### config.mk
export PLATFORM = sky130hd
export DESIGN_NAME = uti_mul
export DESIGN_NICKNAME = d
export VERILOG_FILES = /design/src/sv/uniform_table_interpolator_macros.svh /design/src/sv/uti_pkg.sv /design/src/sv/uti_mul.sv
export SDC_FILE = /design/constraint.sdc
export NUM_CORES = 2
export LEC_CHECK = 0
export BUFFER_PORTS_ARGS = -buffer_cell sky130_fd_sc_hd__buf_2
export CELL_PAD_IN_SITES_DETAIL_PLACEMENT = 0
export CELL_PAD_IN_SITES_GLOBAL_PLACEMENT = 2
export CORE_MARGIN = 1.5
export CORE_UTILIZATION = 43
export DETAILED_ROUTE_END_ITERATION = 12
export GPL_ROUTABILITY_DRIVEN = 0
export PLACE_DENSITY_LB_ADDON = 0.1
export SETUP_SLACK_MARGIN = 0.02
export SYNTH_ARGS = -nofsm -noshare
export SYNTH_HDL_FRONTEND = slang
export SYNTH_SLANG_ARGS = --single-unit
### constraint.sdc
create_clock -name clock -period 12.7 [get_ports clock]
set_input_delay 2.54 -clock clock [delete_from_list [all_inputs] [get_ports clock]]
set_output_delay 2.54 -clock clock [all_outputs]
set_load 0.1 [all_outputs]
### src/sv/uniform_table_interpolator_macros.svh
// Assertion macros shared by the interpolator RTL.
`ifndef UNIFORM_TABLE_INTERPOLATOR_MACROS_SVH
`define UNIFORM_TABLE_INTERPOLATOR_MACROS_SVH

// Consequent must hold in the same cycle as the antecedent.
`define UTI_ASSERT_NOW(label, clk, rst, ante, cons, msg) \
   label: assert property (@(posedge clk) disable iff (rst) (ante) |-> (cons)) \
      else $error(msg);

// Consequent must hold in the cycle after the antecedent.
`define UTI_ASSERT_NEXT(label, clk, rst, ante, cons, msg) \
   label: assert property (@(posedge clk) disable iff (rst) (ante) |=> (cons)) \
      else $error(msg);

`endif

### src/sv/uti_pkg.sv
// Shared types, constants and helper functions of the uniform table interpolator.
package uti_pkg;

   localparam int DEPTH  = 1024;
   localparam int ADDR_W = $clog2(DEPTH);
   localparam int CNT_W  = $clog2(DEPTH + 1);
   localparam int DATA_W = 32;
   localparam int MUL_W  = DATA_W + 1;
   localparam int PROD_W = 2 * MUL_W;
   localparam int CSR_IDX_W = 3;

   typedef enum logic [1:0] {
      OP_CLEAR  = 2'd0,
      OP_APPEND = 2'd1,
      OP_QUERY  = 2'd2,
      OP_NOP    = 2'd3
   } op_type;

   typedef enum logic [1:0] {
      STATUS_EMPTY  = 2'd0,
      STATUS_INTERP = 2'd1,
      STATUS_HELD   = 2'd2,
      STATUS_ZERO   = 2'd3
   } status_type;

   typedef enum logic [CSR_IDX_W-1:0] {
      CSR_START_TIME   = 3'd0,
      CSR_STEP_RECIP   = 3'd1,
      CSR_SCALE_FACTOR = 3'd2,
      CSR_HOLD_LAST    = 3'd3,
      CSR_PREPEND_ZERO = 3'd4
   } csr_index_type;

   typedef enum logic [3:0] {
      ST_IDLE,
      ST_POS,
      ST_IDX,
      ST_RDA,
      ST_RDB,
      ST_LERP,
      ST_SCALE,
      ST_PEAK,
      ST_DONE
   } state_type;

   typedef struct packed {
      logic              en;
      logic [ADDR_W-1:0] addr;
      logic [DATA_W-1:0] data;
   } store_wr_type;

   // Floor of a signed Q34.32 product to Q16.16, saturated to 32 bits.
   function automatic logic [DATA_W-1:0] sat_q16(input logic [PROD_W-1:0] p);
      logic [PROD_W-48:0] hi;
      hi = p[PROD_W-1:47];
      if ((&hi) || !(|hi)) begin
         return p[47:16];
      end else if (p[PROD_W-1]) begin
         return 32'h8000_0000;
      end else begin
         return 32'h7FFF_FFFF;
      end
   endfunction

endpackage

### src/sv/uti_mul.sv
// Shared signed 33x33 multiplier with a registered product.
module uti_mul (
   input  logic                              clock,
   input  logic signed [uti_pkg::MUL_W-1:0]  mul_a,
   input  logic signed [uti_pkg::MUL_W-1:0]  mul_b,
   output logic signed [uti_pkg::PROD_W-1:0] prod_ff
);

   always_ff @(posedge clock) begin
      prod_ff <= mul_a * mul_b;
   end

endmodule

**Word-level counts from Yosys, hierarchy flattened**

Index checks and enable logic that the tools add are counted.
Widths: inputs -> output; s select.

- Multiply operators: 1

Operators by type and width:

| operator | number |
|---|---|
| $mul 33x33->66 | 1 |

- Register bits after elaboration: 66
- Output and inout port bits: 66
- Word-level logic and storage cells: 2

**Logic depth before layout (Yosys ltp)**

- Depth after elaboration: 1
- Gate-level depth with buffers: 27
- Mapped depth without buffers: 26

**Least setup slack after synthesis**

No wires, ideal clock.

- Path kind: input to register
- Start point: input port mul_a[32] in the netlist's numbering
- End point: register prod_ff[62] in the netlist's numbering
- Library setup time: 0.079 ns
- Arrival time: 9.697 ns
- Setup slack: 2.924 ns
- Stages on the path: 23
- Path buffers: 2
- Cells stage by stage: clkbuf_1 > nand2_1 > inv_1 > fa_1 > fa_1 > fa_1 > fa_1 > fa_1 > fa_1 > fa_1 > inv_1 > fa_1 > inv_1 > ha_1 > clkbuf_1 > and3_1 > nand3_1 > nand2b_1 > a2111oi_4 > a211oi_4 > a21o_2 > a21o_1 > a211oi_2

- Word-level cells in the longest chain between the ends: 1

Ends and longest elaborated chain:

| item | line | text |
|---|---|---|
| start, declared | uti_mul.sv:4 | `input logic signed [uti_pkg::MUL_W-1:0] mul_a,` |
| $mul 33x33->66 | uti_mul.sv:10 | `prod_ff <= mul_a * mul_b;` |
| end signal, assigned | uti_mul.sv:10 |  |
| end, declared | uti_mul.sv:6 | `output logic signed [uti_pkg::PROD_W-1:0] prod_ff` |

No other way between the ends.

**Worst setup path after layout**

- Start point: input port mul_b[9] in the netlist's numbering
- End point: register prod_ff[58] in the netlist's numbering

- Word-level cells in the longest chain between the ends: 1

Ends and longest elaborated chain:

| item | line | text |
|---|---|---|
| start, declared | uti_mul.sv:5 | `input logic signed [uti_pkg::MUL_W-1:0] mul_b,` |
| $mul 33x33->66 | uti_mul.sv:10 |  |

No other way between the ends.

==> reports/results.ini <==
[global_route]
grt_start_max_net_pins = 34
globalRouteTotalUtil_pct = 27.5
grt_antenna_before_repair = 9
wire_length_of_the_first_global_routing_pass_um = 200000
grt_pass1_vias = 31539
globalRoute.totalOverflow = 0

[synth]
ys_types = 80
synthesis.yosys.warnings = 0
seq_area_frac_synth_pct = 3.24
synth.ff_latch_count = 66
synth-main-ff-cell = sky130_fd_sc_hd__dfxtp_1
syn_area_per_cell_sq_um = 9.39
postSynthCellCount = 4338
synth_edf_count = 0
synth_fp_nets = 5767
async_reset_ff_share_pct = 0
netlist_area_sq_mm = 0.0407

[cells_and_area]
syn_to_final_growth_pct = 4.45
layout-drive-gt1-share_pct = 4.63
flip_flop_count_of_the_largest_register_after_layout = 66
layout.filler_cells = 9436
top_register = prod_ff
largestRegisters = prod_ff: 66 flops
mostFrequentLayoutCell = sky130_fd_sc_hd__fa_1
layout.nets = 5702
layout_common_cells = sky130_fd_sc_hd__fa_1 (1,145), sky130_fd_sc_hd__inv_1 (1,131), sky130_fd_sc_hd__and2_1 (562), sky130_fd_sc_hd__nand2_1 (551), sky130_fd_sc_hd__ha_1 (217)

[floorplanning]
io_pins = 133
floorplan.die_area_sq_mm = 0.0966
floorplan.initialDensity_pct = 43.5
num_rows = 112
dieWidth_um = 311
fp.coreArea_sq_mm = 0.0936
dieHeight_um = 311

[clock_network]
cts-root-to-sink-buffers = 2
cts_root_buffer = sky130_fd_sc_hd__clkbuf_16
holdBufCountCts = 0
htree_levels = 3
clock_pin_slew_of_the_registers_on_the_worst_case_setup_and_hold_paths_ns = 0.08
cts.repair.resized = 0
number_of_clock_sinks = 66
cts_tree = built
cts.repair_timing.setup_buffer_count = 0
cts_buffers = 9

[worst_hold_path]
hp-class = input pin to register
capture_endpoint_of_the_worst_hold_path = prod_ff[0]
hold-path-cell-count = 3
hold_start = mul_a[0]

[critical_path]
crit_path_start_kind = input pin
worstPathMaxFanout = 33
timing.critical_path.mode_cell = sky130_fd_sc_hd__fa_1
crit_start = mul_b[9]
end_kind = register
worst_path_max_delay_cell = sky130_fd_sc_hd__fa_1
cell_chain_of_the_critical_path = buf_2 > nand2_1 > fa_1 > fa_1 > fa_1 > inv_1 > fa_1 > fa_1 > fa_1 > fa_1 > inv_1 > fa_1 > inv_1 > ha_1 > and3_1 > nand3_1 > nand2b_1 > nor2_1 > a211oi_4 > a21oi_2 > nor4b_2 > a311oi_1
setup.worst_path.class = input pin to register
crit_path_max_incr_delay_ns = 1.23
worst-endpoint-arrival_ns = 10.90
worstPathRequired_ns = 12.94

[sta]
setup_viol = 0
timing_max_transition_violations_final = 0
final.period_utilization_pct = 83.9
timing.fmax_mhz = 93.8
tightest_slew_ns = 1.09
fin_setup_tns_ns = 0
relative_slew_slack_pct = 27.4
rsz0062_at_grt = false
min_period_ns = 10.66
final.setup.worst_slack_ns = 2.04
finalHoldViolations = 0

[routing]
wl_per_cell_um = 22.6
final_antenna_net_count = 0
route.detailed.vias_per_inst = 5.04
firstDrtPassIters = 5
routed-via-count = 27881
initialDrtViolationCount = 1558
drc = 0
postRouteWirelength_um = 125000

[place]
place_worst_setup_slack_ns = 1.62
dp.final_hpwl_um = 104000
port_buffers = 132

[job]
maxCapViolations = 0

[status]
outcome = finished, final reports clean

-- stage by stage --
stage | hold WS, ns | cell area [sq um] | utilization [%] | std cells
final | 2.84 | 42500 | 45.5 | 5534
after detailed placement | 3.09 | 42200 | 45.1 | 5516
after global placement | 3.09 | 42200 | 45.1 | 5516
after global routing | 2.85 | 42500 | 45.4 | 5532
after CTS | 2.83 | 42500 | 45.4 | 5532
after floorplan | 2.67 | 40700 | - | 4338
-- routing by layer --
layer | GRT usage [%] | vias to the layer above | wire (um)
met5 | 0 | - | 61
met4 | 9.88 | 10 | 5120
met3 | 2.61 | 154 | 4630
met2 | 45.8 | 576 | 61000
met1 | 37.4 | 14959 | 54100
li1 | - | 12182 | -
-- logic make-up (layout without fill, tap and decap cells) --
logic type,count (synthesis),count (layout),share of synthesized area [%]
other,0,2,0
AO/OA/AOI/OAI,219,219,4.07
adder cells (fa/ha/maj),1362,1362,62.9
buffers and inverters,1352,1292,12.5
flip-flops,66,66,3.24
XOR/XNOR,68,68,1.46
AND/OR/NAND/NOR,1271,1271,15.8
-- final cells by class --
class	instances	area, sq um	share of cell area [%]
sequential	66	1320	3.11
multi-input combinational	2920	34300	80.7
tap	1254	1570	3.69
clock buffer	9	225	0.529
timing repair buffer	145	758	1.78
antenna	2	5.00	0.0118
clock inverter	7	108	0.253
inverter	1131	4250	9.98
-- synth_stat cells, types with 12 or more instances --
library cell	instances	area (sq um)
sky130_fd_sc_hd__a21o_1	36	270
sky130_fd_sc_hd__a21oi_1	57	285
sky130_fd_sc_hd__and2_1	562	3520
sky130_fd_sc_hd__clkbuf_1	208	781
sky130_fd_sc_hd__dfxtp_1	66	1320
sky130_fd_sc_hd__fa_1	1145	22900
sky130_fd_sc_hd__ha_1	217	2720
sky130_fd_sc_hd__inv_1	1131	4250
sky130_fd_sc_hd__nand2_1	551	2070
sky130_fd_sc_hd__nand2b_1	12	75.1
sky130_fd_sc_hd__nand3_1	25	125
sky130_fd_sc_hd__nor2_1	68	255
sky130_fd_sc_hd__o21ai_0	25	125
sky130_fd_sc_hd__xnor2_1	43	377
sky130_fd_sc_hd__xor2_1	25	219
-- how the worst max path moves through the flow --
stage	endpoint	slack, ns	cells after the start
final	prod_ff[58]	2.04	22
after global routing	prod_ff[58]	1.65	22
after CTS	prod_ff[58]	2.01	22
after detailed placement	prod_ff[58]	1.62	22
after global placement	prod_ff[64]	1.68	20
after floorplan	prod_ff[62]	2.92	23
-- critical path: cells and delay by family --
| kind | cells | cell delay, ns |
|---|---|---|
| simple gates | 6 | 1.32 |
| fa+ha+maj | 9 | 5.39 |
| compound gates | 3 | 0.70 |
| buf+inv | 4 | 0.90 |
Power is not shown: default switching activity piles up to over one toggle a cycle in this logic, so the estimate is an artifact.
